[config.mk]
export PLATFORM = sky130hd
export DESIGN_NAME = encoder_electrical_angle
export DESIGN_NICKNAME = d
export VERILOG_FILES = /design/src/rtl/eea_pkg.sv /design/src/rtl/eea_divstep.sv /design/src/rtl/encoder_electrical_angle.sv
export VERILOG_INCLUDE_DIRS = /design/src /design/src/rtl
export SDC_FILE = /design/constraint.sdc
export NUM_CORES = 1
export LEC_CHECK = 0
export BUFFER_PORTS_ARGS = -buffer_cell sky130_fd_sc_hd__buf_4
export CORE_UTILIZATION = 30
export CTS_CLUSTER_SIZE = 28
export DETAILED_ROUTE_END_ITERATION = 8
export GPL_ROUTABILITY_DRIVEN = 0
export GPL_TIMING_DRIVEN = 0
export PLACE_DENSITY = 0.47
export SLEW_MARGIN = 25
export SYNTH_ARGS = -nofsm -noshare
export SYNTH_HDL_FRONTEND = slang
export SYNTH_SLANG_ARGS = --single-unit
[constraint.sdc]
create_clock -name clock -period 13.4 [get_ports clock]
set_input_delay 1.34 -clock clock [delete_from_list [all_inputs] [get_ports clock]]
set_output_delay 1.34 -clock clock [all_outputs]
set_load 0.01 [all_outputs]
[src/rtl/encoder_electrical_angle_assert.svh]
// ----------------------------------------------------------------------------
// Assertion macros for the encoder electrical angle block
// Concurrent checks sampled on the rising clock edge, muted during reset.
// ----------------------------------------------------------------------------
`ifndef ENCODER_ELECTRICAL_ANGLE_ASSERT_SVH
`define ENCODER_ELECTRICAL_ANGLE_ASSERT_SVH

// Same-cycle implication.
`define EEA_ASSERT_NOW(label, clk, rst, ante, cons, msg) \
   label: assert property (@(posedge clk) disable iff (rst) (ante) |-> (cons)) \
      else $error(msg);

// Next-cycle implication.
`define EEA_ASSERT_NEXT(label, clk, rst, ante, cons, msg) \
   label: assert property (@(posedge clk) disable iff (rst) (ante) |=> (cons)) \
      else $error(msg);

`endif

[src/rtl/eea_pkg.sv]
`timescale 1ns / 1ps
// ----------------------------------------------------------------------------
// eea_pkg
// Shared constants, codes and types of the encoder electrical angle block.
// ----------------------------------------------------------------------------
package eea_pkg;

   // Default datapath widths
   localparam int COUNT_BITS_DEF = 16;
   localparam int ANGLE_BITS_DEF = 16;

   // Register widths
   localparam int CPR_BITS       = 16;
   localparam int PP_BITS        = 7;
   localparam int CSR_DATA_BITS  = 16;
   localparam int CSR_INDEX_BITS = 2;

   // Register indexes
   localparam logic [CSR_INDEX_BITS-1:0] CSR_COUNTS_PER_REV = 2'd0;
   localparam logic [CSR_INDEX_BITS-1:0] CSR_POLE_PAIRS     = 2'd1;
   localparam logic [CSR_INDEX_BITS-1:0] CSR_REVERSE_DIR    = 2'd2;
   localparam logic [CSR_INDEX_BITS-1:0] CSR_PERSIST_OFFSET = 2'd3;

   // Register reset values
   localparam logic [CPR_BITS-1:0]      CPR_RESET     = 16'd4096;
   localparam logic [PP_BITS-1:0]       PP_RESET      = 7'd7;
   localparam logic [CSR_DATA_BITS-1:0] PERSIST_RESET = 16'd0;

   // Request actions
   localparam int ACTION_BITS = 2;
   localparam logic [ACTION_BITS-1:0] ACT_READ      = 2'd0;
   localparam logic [ACTION_BITS-1:0] ACT_CALIBRATE = 2'd1;
   localparam logic [ACTION_BITS-1:0] ACT_RESTORE   = 2'd2;

   // Result of one compare-subtract step
   typedef struct packed {
      logic [CPR_BITS-1:0] rem;
      logic                qbit;
   } div_step_type;

endpackage

[src/rtl/eea_divstep.sv]
`timescale 1ns / 1ps
// ----------------------------------------------------------------------------
// eea_divstep
// One restoring division step: shift in a bit, compare, subtract.
// ----------------------------------------------------------------------------
module eea_divstep (
   input  logic [eea_pkg::CPR_BITS-1:0] rem_in,
   input  logic                         bit_in,
   input  logic [eea_pkg::CPR_BITS-1:0] divisor,
   output eea_pkg::div_step_type        step
);

   logic [eea_pkg::CPR_BITS:0] partial;
   logic [eea_pkg::CPR_BITS:0] diff;
   logic                       ge;

   assign partial = {rem_in, bit_in};
   assign diff    = partial - {1'b0, divisor};
   assign ge      = (partial >= {1'b0, divisor});

   always_comb begin
      step.qbit = ge;
      step.rem  = ge ? diff[eea_pkg::CPR_BITS-1:0] : partial[eea_pkg::CPR_BITS-1:0];
   end

endmodule

[src/rtl/encoder_electrical_angle.sv]
`timescale 1ns / 1ps
// ----------------------------------------------------------------------------
// encoder_electrical_angle
// Encoder count to electrical angle with calibration offset handling.
// ----------------------------------------------------------------------------
// Usage:
//   Request channel (req_*): an action (read, calibrate, restore), the encoder
//   count and a saved offset. A request is taken when req_valid is high and
//   req_stall is low. Response channel (rsp_*): electrical angle, raw angle,
//   calibration offset and the needs-calibration flag, one response per
//   request, taken when rsp_valid is high and rsp_stall is low.
//   One request at a time: the block takes no new request until the
//   response is loaded, and the next request may be taken the cycle after
//   the response is loaded. A single compare-subtract unit first reduces
//   count * pole_pairs modulo counts_per_rev one bit a cycle, then yields
//   the turn fraction one quotient bit a cycle.
//   Reset restores the register defaults, zeroes the calibration offset and
//   raises needs_calibration. A stalled response holds in the output
//   register; the next request is still taken and computed, and waits in its
//   final step until the output register frees up.
//   The user must write configuration (csr_*) only while no request is in
//   flight; the block itself does not enforce this.
// ----------------------------------------------------------------------------
module encoder_electrical_angle #(
   parameter int COUNT_BITS = eea_pkg::COUNT_BITS_DEF,
   parameter int ANGLE_BITS = eea_pkg::ANGLE_BITS_DEF
) (
   input  logic                               clock,
   input  logic                               reset,
   // configuration port
   input  logic                               csr_we,
   input  logic [eea_pkg::CSR_INDEX_BITS-1:0] csr_index,
   input  logic [eea_pkg::CSR_DATA_BITS-1:0]  csr_wdata,
   // request channel
   input  logic                               req_valid,
   output logic                               req_stall,
   input  logic [eea_pkg::ACTION_BITS-1:0]    req_action,
   input  logic [COUNT_BITS-1:0]              req_encoder_count,
   input  logic [ANGLE_BITS-1:0]              req_offset_value,
   // response channel
   output logic                               rsp_valid,
   input  logic                               rsp_stall,
   output logic [ANGLE_BITS-1:0]              rsp_elec_angle,
   output logic [ANGLE_BITS-1:0]              rsp_raw_angle,
   output logic [ANGLE_BITS-1:0]              rsp_cal_offset,
   output logic                               rsp_needs_calibration
);

`include "encoder_electrical_angle_assert.svh"

   localparam int PROD_BITS = COUNT_BITS + eea_pkg::PP_BITS;
   localparam int MAX_STEPS = (PROD_BITS > ANGLE_BITS) ? PROD_BITS : ANGLE_BITS;
   localparam int CNT_BITS  = $clog2(MAX_STEPS + 1);

   // Sequencer states
   localparam logic [1:0] ST_IDLE = 2'd0;
   localparam logic [1:0] ST_MOD  = 2'd1;
   localparam logic [1:0] ST_FRAC = 2'd2;
   localparam logic [1:0] ST_DONE = 2'd3;

   // ---------------------------------------------------------------------
   // Configuration registers
   // ---------------------------------------------------------------------
   logic [eea_pkg::CPR_BITS-1:0]      cpr_ff;
   logic [eea_pkg::PP_BITS-1:0]       pole_pairs_ff;
   logic                              reverse_ff;
   logic [eea_pkg::CSR_DATA_BITS-1:0] persist_ff;

   always_ff @(posedge clock) begin
      if (reset) begin
         cpr_ff        <= eea_pkg::CPR_RESET;
         pole_pairs_ff <= eea_pkg::PP_RESET;
         reverse_ff    <= 1'b0;
         persist_ff    <= eea_pkg::PERSIST_RESET;
      end else if (csr_we) begin
         unique case (csr_index)
            eea_pkg::CSR_COUNTS_PER_REV: cpr_ff        <= csr_wdata[eea_pkg::CPR_BITS-1:0];
            eea_pkg::CSR_POLE_PAIRS:     pole_pairs_ff <= csr_wdata[eea_pkg::PP_BITS-1:0];
            eea_pkg::CSR_REVERSE_DIR:    reverse_ff    <= csr_wdata[0];
            eea_pkg::CSR_PERSIST_OFFSET: persist_ff    <= csr_wdata;
            default: ;
         endcase
      end
   end

   // ---------------------------------------------------------------------
   // Sequencer and datapath registers
   // ---------------------------------------------------------------------
   logic [1:0]                        state_ff, state_in;
   logic [CNT_BITS-1:0]               cnt_ff, cnt_in;
   logic [PROD_BITS-1:0]              prod_ff, prod_in;
   logic [eea_pkg::CPR_BITS-1:0]      rem_ff, rem_in;
   logic [ANGLE_BITS-1:0]             quot_ff, quot_in;
   logic [eea_pkg::ACTION_BITS-1:0]   action_ff, action_in;
   logic [ANGLE_BITS-1:0]             saved_off_ff, saved_off_in;

   // Persistent state
   logic [ANGLE_BITS-1:0]             offset_ff, offset_in;
   logic                              uncal_ff, uncal_in;

   // Output register
   logic                              rsp_valid_ff, rsp_valid_in;
   logic [ANGLE_BITS-1:0]             elec_ff, elec_in;
   logic [ANGLE_BITS-1:0]             raw_ff, raw_in;

   logic                              req_accept;
   logic                              load_out;
   logic                              step_bit;
   eea_pkg::div_step_type             step;

   // Shared compare-subtract unit: modulo pass, then fraction pass
   assign step_bit = (state_ff == ST_MOD) ? prod_ff[PROD_BITS-1] : 1'b0;

   eea_divstep u_divstep (
      .rem_in  (rem_ff),
      .bit_in  (step_bit),
      .divisor (cpr_ff),
      .step    (step)
   );

   assign req_stall  = (state_ff != ST_IDLE);
   assign req_accept = req_valid && !req_stall;
   // Finish only when the output register is empty or being drained
   assign load_out   = (state_ff == ST_DONE) && (!rsp_valid_ff || !rsp_stall);

   // ---------------------------------------------------------------------
   // Angle post-processing, evaluated while finishing
   // ---------------------------------------------------------------------
   logic [ANGLE_BITS+eea_pkg::CSR_DATA_BITS-1:0] persist_ext;
   logic [ANGLE_BITS-1:0] frac;
   logic [ANGLE_BITS-1:0] dir_frac;
   logic [ANGLE_BITS-1:0] raw_angle;

   assign persist_ext = {{ANGLE_BITS{1'b0}}, persist_ff};
   // Zero counts per turn gives a zero fraction
   assign frac      = (cpr_ff == '0) ? '0 : quot_ff;
   assign dir_frac  = reverse_ff ? ('0 - frac) : frac;
   assign raw_angle = dir_frac - persist_ext[ANGLE_BITS-1:0];

   always_comb begin
      state_in     = state_ff;
      cnt_in       = cnt_ff;
      prod_in      = prod_ff;
      rem_in       = rem_ff;
      quot_in      = quot_ff;
      action_in    = action_ff;
      saved_off_in = saved_off_ff;
      offset_in    = offset_ff;
      uncal_in     = uncal_ff;
      elec_in      = elec_ff;
      raw_in       = raw_ff;
      rsp_valid_in = rsp_valid_ff && rsp_stall;

      unique case (state_ff)
         ST_IDLE: begin
            if (req_accept) begin
               // Product fits COUNT_BITS + 7 bits (7-bit pole pair count); reduce from the top bit
               prod_in      = PROD_BITS'(req_encoder_count) * PROD_BITS'(pole_pairs_ff);
               rem_in       = '0;
               cnt_in       = CNT_BITS'(PROD_BITS - 1);
               action_in    = req_action;
               saved_off_in = req_offset_value;
               state_in     = ST_MOD;
            end
         end
         ST_MOD: begin
            rem_in  = step.rem;
            prod_in = {prod_ff[PROD_BITS-2:0], 1'b0};
            if (cnt_ff == '0) begin
               cnt_in   = CNT_BITS'(ANGLE_BITS - 1);
               state_in = ST_FRAC;
            end else begin
               cnt_in = cnt_ff - 1'b1;
            end
         end
         ST_FRAC: begin
            // Remainder from the modulo pass is the dividend's high part
            rem_in  = step.rem;
            quot_in = {quot_ff[ANGLE_BITS-2:0], step.qbit};
            if (cnt_ff == '0) begin
               state_in = ST_DONE;
            end else begin
               cnt_in = cnt_ff - 1'b1;
            end
         end
         ST_DONE: begin
            if (load_out) begin
               case (action_ff)
                  eea_pkg::ACT_CALIBRATE: begin
                     offset_in = '0 - raw_angle;
                     uncal_in  = 1'b0;
                  end
                  eea_pkg::ACT_RESTORE: begin
                     offset_in = saved_off_ff;
                     uncal_in  = 1'b0;
                  end
                  default: ;  // read, and the unused code, leave state alone
               endcase
               raw_in       = raw_angle;
               elec_in      = raw_angle + offset_in;
               rsp_valid_in = 1'b1;
               state_in     = ST_IDLE;
            end
         end
         default: state_in = ST_IDLE;
      endcase
   end

   always_ff @(posedge clock) begin
      if (reset) begin
         state_ff     <= ST_IDLE;
         rsp_valid_ff <= 1'b0;
         offset_ff    <= '0;
         uncal_ff     <= 1'b1;
      end else begin
         state_ff     <= state_in;
         rsp_valid_ff <= rsp_valid_in;
         offset_ff    <= offset_in;
         uncal_ff     <= uncal_in;
      end
   end

   // Payload registers, no reset
   always_ff @(posedge clock) begin
      cnt_ff       <= cnt_in;
      prod_ff      <= prod_in;
      rem_ff       <= rem_in;
      quot_ff      <= quot_in;
      action_ff    <= action_in;
      saved_off_ff <= saved_off_in;
      elec_ff      <= elec_in;
      raw_ff       <= raw_in;
   end

   // Drive response ports
   assign rsp_valid             = rsp_valid_ff;
   assign rsp_elec_angle        = elec_ff;
   assign rsp_raw_angle         = raw_ff;
   assign rsp_cal_offset        = offset_ff;
   assign rsp_needs_calibration = uncal_ff;

   // ---------------------------------------------------------------------
   // Assertions
   // ---------------------------------------------------------------------
   `EEA_ASSERT_NEXT(a_accept_starts_mod, clock, reset, req_accept,
      (state_ff == ST_MOD) && (cnt_ff == CNT_BITS'(PROD_BITS - 1)),
      "accepted request did not start the modulo pass")
   `EEA_ASSERT_NOW(a_rem_below_divisor, clock, reset,
      (state_ff == ST_FRAC) && (cpr_ff != '0), rem_ff < cpr_ff,
      "remainder reached the divisor in the fraction pass")
   `EEA_ASSERT_NEXT(a_cal_zero_angle, clock, reset,
      load_out && (action_ff == eea_pkg::ACT_CALIBRATE),
      (rsp_elec_angle == '0) && !rsp_needs_calibration,
      "calibrate response has nonzero electrical angle")
   `EEA_ASSERT_NEXT(a_cal_sticky, clock, reset, !uncal_ff, !uncal_ff,
      "needs-calibration flag came back after being cleared")

endmodule
==> impl_metrics.csv, run 1 <==
group,metric,value,unit
status,status,"completed",
worst_hold_path,min_path_cells,2,
clock_network,cts_buffers,17,
synthesis,synth-seq-area-share,34.68,%
floorplan,dieArea,44130,sq um
run,max_cap_violations,0,
sta,maxSlewHeadroom,40.36,%
synthesis,yosysWarnings,0,
cells_and_area,top_register,"prod_ff",
drt,viasPerCell,4.761,
grt,antenna_found_initial,0,
sta,fmax,144.8,MHz
setup_path,slowest_stage,"nor4_1",
clock_network,postCtsSetupRepairBufs,0,
drt,drc,0,
power,fin_total_pwr,2.678,mW
floorplan,initial_utilization,30.69,%
clock_network,cts-resized-gates,0,
setup_path,max_stage_delay,450,ps
grt,grt_max_degree,33,
setup_path,cp.arrival,7100,ps
floorplan,die_x,210.1,microns
clock_network,clockBufferDepth,2,
sta,finClkSkew,16.41,ps
synthesis,synth-edff-count,110,
setup_path,cp.required,13590,ps
power,ir_drop,93.32,uV
synthesis,synthTopCellsByArea,"edfxtp_1 25%, fa_1 11%, dfxtp_1 9.2%, ha_1 9.2%, nand2_1 7.1%",
sta,fin_crit_sh,51.55,%
synthesis,synth_cell_types,85,
cells_and_area,fin_nets,1762,
floorplan,ios,108,
clock_network,clock_sinks,170,
synthesis,avgSynthCellArea,9.212,sq um
place,portBuffers,106,
floorplan,design.core.area,42320,sq um
clock_network,worstSkewPairLatency,450,ps
worst_hold_path,hold_class,"reg -> reg",
power,leakagePower,6.334,nW
setup_path,worst-setup-path-type,"reg -> reg",
power,pwr_density_cell,176.8,nW/um^2
grt,grt_pass1_wl,54910,microns
drt,vias,10130,
cells_and_area,largest_reg_flops,23,
sta,slew_viol_final,0,
cells_and_area,drive_gt1_share,12.26,%
setup_path,critPathCaptureType,"flip-flop",
drt,detail_route.iter0.violations,546,
grt,grt_pass1_vias,10300,
synthesis,synth-main-ff-cell,"edfxtp_1",
sta,setup_viol,0,
clock_network,cts_tree,"built",
cells_and_area,antenna_cells,0,
grt,grt_util_all_layers,15.72,%
synthesis,synth_top_area_share,25.43,%
setup_path,critPathMaxFanout,10,
setup_path,path_cells,"nor4_1 > nand4_1 > clkbuf_1 > nand2_1 > ha_1 > clkbuf_1 > nor2b_1 > xnor2_1 > ha_1 > xor2_1 > nand3_1 > or2_2 > a32o_1 > mux2_2 > ha_1 > o21a_1 > a21oi_1 > o21ai_0 > a211oi_1 > or3_1 > o21ai_0 > nand3_1 > nand2_1 > xor2_1",
floorplan,chipHeight,210.1,microns
sta,tns,0,ps
setup_path,r2r_cells,24,
sta,fin_crit,6908,ps
drt,wl_per_cell,15.70,microns
cells_and_area,fillers,4365,
synthesis,ys_ff_latch,170,
setup_path,path_common_cell,"ha_1",
clock_network,htree_num_levels,4,
synthesis,synth_fp_nets,1635,
cells_and_area,area_growth,16.61,%
floorplan,num_rows,75,
synthesis,synth_area_leader_cell,"edfxtp_1",
clock_network,clkSlewWorstSetupHoldPaths,80,ps
sta,worstMarginPinSlew,893.6,ps
drt,drt_pass1_iterations,7,
synthesis,syn_area,12990,sq um
drt,detail-route-antenna-nets,0,
clock_network,cts_root_buf,"clkbuf_16",
synthesis,synthArstFlopShare,0,%
place,hpwl,26550,microns
sta,finalHoldViolations,0,
setup_path,critPathLaunchType,"flip-flop",
sta,rsz0062_at_grt,"false",
clock_network,hold_buffers,0,
synthesis,syn_inst,1410,
drt,totalWireLength,33390,microns
grt,overflow,0,
-- cell families after synthesis --
logic type	share of synthesized area, %
buffers and inverters	5.635
muxes	2.437
xor gates and xnor gates	4.643
AOI/OAI and AO/OA	14.47
DFF	34.68
and+or+nand+nor	17.79
adders and majority gates	20.34
-- cells in the mapped netlist, types with 11 or more instances --
master	n
ha_1	96
nand2b_1	13
nor3_1	34
and2_1	32
mux2i_1	20
fa_1	72
o21a_1	11
a211oi_1	16
nor2b_1	11
a21oi_1	97
edfxtp_1	110
dfxtp_1	60
xnor2_1	39
nand2_1	246
o21ai_0	64
xor2_1	28
a21o_1	18
nor2_1	70
clkbuf_1	44
inv_1	144
nand3_1	17
-- critical path, delay by kind of cell (launching register included) --
| family | cells | cell delay, ps |
|---|---|---|
| XOR/XNOR | 3 | 670 |
| AND/OR/NAND/NOR | 9 | 2500 |
| adder cells (fa/ha/maj) | 3 | 800 |
| multiplexers | 1 | 270 |
| buffers and inverters | 2 | 640 |
| AO/OA/AOI/OAI | 6 | 1430 |
| flip-flops | 1 | 340 |
-- routing by layer --
| layer | GRT usage [%] | routed length, microns | vias to the layer above |
|---|---|---|---|
| met3 | 2.369 | 1017 | 26 |
| met4 | 3.348 | 419 | 0 |
| met2 | 26.46 | 15820 | 154 |
| li1 | - | - | 5109 |
| met1 | 21.27 | 16140 | 4837 |
| met5 | 0 | 0 | - |
-- power by group --
group / switching (mW) / total (mW) / internal, mW / leakage (nW)
registers: 0.0627 / 0.822 / 0.759 / 1.52
clock network: 0.242 / 0.510 / 0.267 / 0.295
logic: 0.793 / 1.35 / 0.553 / 4.52
-- through the flow --
stage | std cells | setup WS, ps | util (%) | hold slack [ps] | area, sq um
floorplan | 1410 | 7680 | - | 436.3 | 12990
global placement | 2093 | 6460 | 34.28 | 445.0 | 14510
detailed placement | 2095 | 6462 | 34.37 | 446.8 | 14550
CTS | 2127 | 6402 | 35.78 | 459.8 | 15140
global route | 2127 | 6041 | 35.79 | 474.3 | 15150
finish | 2127 | 6492 | 35.79 | 449.4 | 15150
-- placed cells by master (no fill, tap or decap), drive strengths merged, types with 20 or more instances in the layout --
| master | instances |
|---|---|
| nand2 | 246 |
| inv | 154 |
| buf | 113 |
| edfxtp | 110 |
| a21oi | 98 |
| ha | 96 |
| fa | 72 |
| nor2 | 71 |
| o21ai | 67 |
| clkbuf | 61 |
| dfxtp | 60 |
| xnor2 | 40 |
| nor3 | 35 |
| and2 | 32 |
| xor2 | 28 |
| mux2i | 20 |
-- path summary, 6_finish.rpt --
check                                            from                    end  slack, ps
worst max-delay path                       cpr_ff[10]     rsp_elec_angle[15]       6490
worst max register to register             cpr_ff[10]     rsp_elec_angle[15]       6490
worst min-delay path            rsp_needs_calibration  rsp_needs_calibration        450
worst min register to register  rsp_needs_calibration  rsp_needs_calibration        450
-- final cells by class --
type                            count  area [sq um]  area share [%]
Multi-Input combinational cell   1046          7770           51.30
Sequential cell                   170          4504           29.74
Timing Repair Buffer              108         822.0           5.427
Tap cell                          577         721.9           4.767
Inverter                          145         544.3           3.594
Clock buffer                       17         425.4           2.809
Buffer                             49         187.7           1.239
Clock inverter                     15         170.2           1.123
(Power assumes the default switching activity.)
==> run 2: changes to the inputs <==
--- a/config.mk
+++ b/config.mk
@@ -6,6 +6,7 @@
 export SDC_FILE = /design/constraint.sdc
 export NUM_CORES = 1
 export LEC_CHECK = 0
+export ABC_AREA = 1
 export BUFFER_PORTS_ARGS = -buffer_cell sky130_fd_sc_hd__buf_4
 export CORE_UTILIZATION = 30
 export CTS_CLUSTER_SIZE = 28
==> constraint.sdc (replaced) <==
create_clock -name clock -period 7 [get_ports clock]
set_input_delay 0.7 -clock clock [delete_from_list [all_inputs] [get_ports clock]]
set_output_delay 0.7 -clock clock [all_outputs]
set_load 0.01 [all_outputs]
==> run 2 against run 1 <==
Net effect:
- total power rose by 110%
- largest power group unchanged
- clock skew fell by 3.4 ps
- combinational power rose by 130%
- wire length up 5.2%
- critical path depth increased by 11
- highest routed layer unchanged
- worst setup slack worse by 5400 ps
- first-iteration DRC count is 20% lower
- sequential share of layout area fell by 0.33 points
- die area grew 1.4%
==> impl_metrics.csv, run 2 <==
group,metric,value,unit
synthesis,avgSynthCellArea,8.144,sq um
cells_and_area,layout_commonest_cell,"nand2_1",
cells_and_area,drive_gt1_share,12.56,%
floorplan,dieArea,44760,sq um
sta,rsz0062_at_grt,"false",
synthesis,yosysMostFrequentCell,"nand2_1",
synthesis,synth-edff-count,110,
drt,drc,0,
cells_and_area,regArea,4504,sq um
grt,grt_max_degree,35,
setup_path,regToRegSetupSlack,1110,ps
clock_network,clkSlewWorstSetupHoldPaths,70,ps
sta,fin_crit_sh,84.09,%
setup_path,path_common_cell,"nand2_1",
setup_path,cp.depth,35,
synthesis,synth-main-ff-cell,"edfxtp_1",
synthesis,synth_compound_area_share,12.78,%
sta,slew_viol_final,0,
power,leakagePower,7.291,nW
clock_network,worstSkewPairLatency,450,ps
synthesis,ys_ff_latch,170,
drt,totalWireLength,35140,microns
clock_network,cts_buffers,17,
floorplan,num_rows,76,
place,hpwl,28760,microns
place,portBuffers,107,
drt,detail-route-antenna-nets,0,
sta,maxSlewHeadroom,39.60,%
synthesis,synth_top_family_by_area,"adder cells",
clock_network,cts-resized-gates,0,
drt,drt_pass1_iterations,5,
synthesis,synthTopCellsByArea,"edfxtp_1 25%, fa_1 11%, nand2_1 11%, dfxtp_1 9.1%, ha_1 9.1%",
setup_path,worst-setup-path-type,"reg -> reg",
drt,viasPerCell,4.561,
synthesis,yosysWarnings,0,
setup_path,crit_family,"simple AND/OR/NAND/NOR gates",
synthesis,yosys.area_share.simple,19.92,%
floorplan,die_x,211.6,microns
synthesis,synth_top_area_share,25.07,%
power,clkPwrFrac,16.3,%
clock_network,clock_sinks,170,
synthesis,synthAdderAreaFrac,20.06,%
cells_and_area,largest_reg_flops,23,
sta,setup_viol,0,
sta,worstMarginPinSlew,906.1,ps
run,max_cap_violations,0,
grt,grt_pass1_vias,10710,
clock_network,postCtsSetupRepairBufs,0,
setup_path,critPathBufInv,7,
sta,finClkSkew,13.06,ps
grt,grt_pass1_wl,56500,microns
status,status,"completed",
clock_network,cts_tree,"built",
setup_path,slowest_stage,"fa_1",
cells_and_area,top_register,"prod_ff",
synthesis,synth-seq-area-share,34.18,%
worst_hold_path,hold_class,"in -> reg",
synthesis,syn_area,13180,sq um
setup_path,cp.required,7200,ps
power,fin_total_pwr,5.715,mW
synthesis,synthArstFlopShare,0,%
floorplan,ios,108,
clock_network,clockBufferDepth,2,
power,p_int,3.192,mW
synthesis,syn_inst,1618,
setup_path,startpoint,"cpr_ff[0]",
cells_and_area,layout_common_cells,"374 x nand2_1, 280 x inv_1, 124 x a21oi_1, 110 x edfxtp_1, 109 x o21ai_0",
place,placed_cell_area,14750,sq um
setup_path,critPathCaptureType,"flip-flop",
cells_and_area,design_area,15310,sq um
grt,grt_util_all_layers,16.34,%
power,p_comb_share,55.2,%
clock_network,cts_root_buf,"clkbuf_16",
cells_and_area,antenna_cells,0,
grt,antenna_found_initial,0,
synthesis,ys_top_cells_by_count,"374 x nand2_1, 281 x inv_1, 124 x a21oi_1",
setup_path,r2r-end,"rsp_elec_angle[15]",
floorplan,design.core.area,43170,sq um
synthesis,muxShareOfSynthArea,0,%
setup_path,critPathMaxFanout,10,
cells_and_area,multiInputGateArea,7415,sq um
setup_path,crit_end,"rsp_elec_angle[15]",
cells_and_area,area_growth,16.22,%
synthesis,synth_area_leader_cell,"edfxtp_1",
synthesis,synthXorXnorAreaFrac,3.399,%
power,ir_drop,191.7,uV
drt,wl_per_cell,14.99,microns
power,power_switching,2.523,mW
grt,overflow,0,
sta,tns,0,ps
clock_network,htree_num_levels,4,
cells_and_area,fillers,4617,
setup_path,r2r_cells,35,
sta,fin_crit,5886,ps
cells_and_area,fin_nets,1971,
power,pwr_density_cell,373.2,nW/um^2
clock_network,hold_buffers,0,
floorplan,chipHeight,211.6,microns
power,switching_share,44.15,%
synthesis,synth_fp_nets,1843,
synthesis,synth_cell_types,54,
drt,vias,10690,
setup_path,r2r_start,"cpr_ff[0]",
sta,finalHoldViolations,0,
power,seqPwrFrac,28.5,%
drt,detail_route.iter0.violations,438,
setup_path,critPathLaunchType,"flip-flop",
setup_path,max_stage_delay,640,ps
sta,fmax,169.9,MHz
setup_path,cp.arrival,6090,ps
floorplan,initial_utilization,30.52,%
run 2: changes by cell type in the layout (fill, tap and decap cells not counted), sizes merged, moves of 15 or more:
| cell | delta |
|---|---|
| and2 | -30 |
| xnor2 | -19 |
| a211oi | -15 |
| nor3 | -22 |
| a21oi | +27 |
| nand3 | +55 |
| o21ai | +60 |
| inv | +134 |
| nand2 | +150 |
| mux2i | -20 |
run 2: routing by layer:
layer,GRT usage (%),up-vias,wire length [microns],part of all wire (%)
li1,-,5499,-,-
met1,21.11,4965,16370,47
met2,27.51,176,16620,47
met3,2.225,51,1053,3.0
met4,6.472,0,1098,3.1
met5,0,-,0,0
run 2: cells by family (layout without fill, tap and decap cells):
kind of cell | Yosys count | count (layout)
and+or+nand+nor | 595 | 595
buffers and inverters | 335 | 476
AOI/OAI and AO/OA | 301 | 301
DFF | 170 | 170
adders and majority gates | 168 | 168
xor gates and xnor gates | 49 | 49
run 2: power groups by stage:
stage	clock [mW]	combinational, mW	sequential [mW]
2_1_floorplan	0	2.32	1.64
3_3_place_gp	0	3.13	1.66
3_5_place_dp	0	3.18	1.65
4_1_cts	0.961	3.20	1.63
5_1_grt	0.993	3.63	1.65
6_report	0.933	3.15	1.63
run 2: final cells by class:
class	count	area share, %
buffer	47	1.242
clock buffer	19	2.827
clock inverter	13	0.8334
inverter	288	7.068
multi-input combinational	1113	48.42
sequential	170	29.41
tap	585	4.780
timing repair buffer	109	5.417
run 2: worst min-delay path by stage:
stage | startpoint | end | slack, ps | cells after the start
after global placement | persist_ff[0] | persist_ff[0] | 450 | 2
final | req_offset_value[11] | saved_off_ff[11] | 430 | 1
after floorplan | persist_ff[0] | persist_ff[0] | 430 | 2
after detailed placement | persist_ff[0] | persist_ff[0] | 450 | 2
after CTS | req_offset_value[11] | saved_off_ff[11] | 410 | 1
after global routing | req_offset_value[11] | saved_off_ff[11] | 410 | 1
run 2: metrics by stage:
stage	worst slack, ps	std cells	hold WS [ps]	utilization, %
3_5_place_dp	1065	2312	453.0	34.17
4_1_cts	1057	2344	407.3	35.47
3_3_place_gp	1081	2310	448.5	34.08
6_report	1114	2344	426.7	35.47
2_1_floorplan	2306	1618	428.0	-
5_1_grt	523.7	2344	414.0	35.47
==> run 3: changes to the inputs <==
==> constraint.sdc (replaced) <==
create_clock -name clock -period 6.1 [get_ports clock]
set_input_delay 0.61 -clock clock [delete_from_list [all_inputs] [get_ports clock]]
set_output_delay 0.61 -clock clock [all_outputs]
set_load 0.01 [all_outputs]
==> run 3 against run 2 <==
Net effect:
- die area stayed put
- worst hold slack lost 89 ps
- fmax grew 6.6%
- sequential share of layout area hardly changed
- utilization is essentially flat
- worst setup slack lost 540 ps
- total power rose by 15%
- first-iteration DRC count rose by 4.3%
- clock power grew 15%
- wire length barely moved
- critical endpoint is now prod_ff[22]
==> impl_metrics.csv, run 3 (same netlist as run 2, synthesis figures left out) <==
group,metric,value,unit
sta,setup_viol,0,
grt,antenna_found_initial,0,
clock_network,postCtsSetupRepairBufs,0,
cells_and_area,final_util,35.46,%
clock_network,cts_root_buf,"clkbuf_16",
cells_and_area,layout_commonest_cell,"nand2_1",
cells_and_area,regArea,4504,sq um
clock_network,clkSlewWorstSetupHoldPaths,70,ps
clock_network,cts_buffers,17,
setup_path,critPathCaptureType,"flip-flop",
sta,tns,0,ps
cells_and_area,fin_nets,1970,
setup_path,cp.required,6300,ps
sta,finClkSkew,12.52,ps
clock_network,cts_tree,"built",
cells_and_area,layout_common_cells,"374 x nand2_1, 280 x inv_1, 124 x a21oi_1, 110 x edfxtp_1, 109 x o21ai_0",
grt,grt_util_all_layers,16.34,%
power,leakagePower,7.290,nW
cells_and_area,design_area,15310,sq um
sta,fin_crit,5523,ps
floorplan,initial_utilization,30.52,%
place,dp.cells,2312,
power,p_comb_share,55.2,%
clock_network,clockBufferDepth,2,
place,hpwl,28760,microns
sta,fin_crit_sh,90.53,%
drt,viasPerCell,4.586,
clock_network,worstSkewPairLatency,450,ps
sta,worstMarginPinSlew,886.8,ps
clock_network,htree_num_levels,4,
cells_and_area,fillers,4619,
drt,wl_per_cell,15.00,microns
sta,maxSlewHeadroom,40.82,%
power,pwr_density_cell,428.2,nW/um^2
setup_path,worst-setup-path-type,"reg -> reg",
setup_path,critPathMaxFanout,10,
sta,rsz0062_at_grt,"false",
grt,grt_pass1_wl,56500,microns
status,status,"completed",
floorplan,die_x,211.6,microns
grt,overflow,0,
setup_path,cp.arrival,5720,ps
power,switching_share,44.13,%
floorplan,design.core.area,43170,sq um
place,placed_cell_area,14750,sq um
run,max_cap_violations,0,
sta,slew_viol_final,0,
clock_network,hold_buffers,0,
power,ir_drop,219.2,uV
drt,detail-route-antenna-nets,0,
cells_and_area,multiInputGateArea,7415,sq um
cells_and_area,antenna_cells,0,
drt,drc,0,
worst_hold_path,hold_class,"in -> reg",
grt,grt_max_degree,35,
cells_and_area,area_growth,16.19,%
floorplan,chipHeight,211.6,microns
floorplan,num_rows,76,
drt,totalWireLength,35130,microns
grt,grt_pass1_vias,10710,
sta,holdWs,338.0,ps
power,seqPwrFrac,28.5,%
power,power_switching,2.893,mW
power,clkPwrFrac,16.3,%
setup_path,critPathLaunchType,"flip-flop",
drt,vias,10740,
power,p_int,3.663,mW
place,portBuffers,107,
cells_and_area,drive_gt1_share,12.57,%
floorplan,ios,108,
sta,fmax,181.1,MHz
clock_network,clock_sinks,170,
cells_and_area,top_register,"prod_ff",
cells_and_area,largest_reg_flops,23,
drt,detail_route.iter0.violations,457,
floorplan,dieArea,44760,sq um
sta,finalHoldViolations,0,
cells_and_area,fin_cells,2343,
drt,drt_pass1_iterations,5,
==> run 3: final timing paths <==
check	startpoint	end	slack, ps	cells past startpoint
worst max register to register	pole_pairs_ff[6]	prod_ff[22]	580	22
worst max-delay path	pole_pairs_ff[6]	prod_ff[22]	580	22
worst min register to register	persist_ff[0]	persist_ff[0]	460	2
worst min-delay path	req_offset_value[11]	saved_off_ff[11]	340	1
==> run 3: timing repair <==
item / 4_1_cts / 5_1_grt
endpoints found under the hold margin: 0 / 0
endpoints found under the setup margin: 0 / 2
gates resized for setup: 0 / 0
==> run 3: area by class of cell <==
cell class | instances | area share (%)
inverter | 288 | 7.069
clock inverter | 13 | 0.8336
tap | 585 | 4.781
sequential | 170 | 29.42
buffer | 46 | 1.218
multi-input combinational | 1113 | 48.43
clock buffer | 19 | 2.828
timing repair buffer | 109 | 5.418
==> run 3: per-layer routing <==
layer | vias up | global-route usage (%) | share of wire [%]
met2 | 184 | 27.51 | 47
li1 | 5491 | - | -
met4 | 0 | 6.472 | 3.0
met3 | 47 | 2.225 | 3.1
met5 | - | 0 | 0
met1 | 5022 | 21.11 | 46
==> run 3: stage by stage <==
stage / power [mW] / setup slack (ps)
3_3_place_gp: 5.492 / 181.0
4_1_cts: 6.642 / 157.4
2_1_floorplan: 4.544 / 1406
6_report: 6.556 / 577.5
3_5_place_dp: 5.539 / 164.6
5_1_grt: 7.204 / 83.63
==> run 3: critical path, stage by stage, from the launching register on <==
cell	delay (ps)
dfxtp_1	320
clkbuf_1	460
clkbuf_1	440
nand2_1	170
fa_1	570
inv_1	60
fa_1	500
fa_1	520
fa_1	500
ha_1	370
nand2_1	110
nor2_1	100
inv_1	60
nor3_1	280
nand4_1	190
nand3_1	160
nand2_1	60
inv_1	70
o21ai_0	100
nand2_1	70
nand2_1	50
nand3_1	70
nand2_1	50
==> run 3: power groups by stage <==
stage,clock (mW),combinational [mW],sequential (mW)
2_1_floorplan,0,2.66,1.88
3_3_place_gp,0,3.59,1.90
3_5_place_dp,0,3.65,1.89
4_1_cts,1.10,3.67,1.87
5_1_grt,1.14,4.17,1.90
6_report,1.07,3.62,1.87
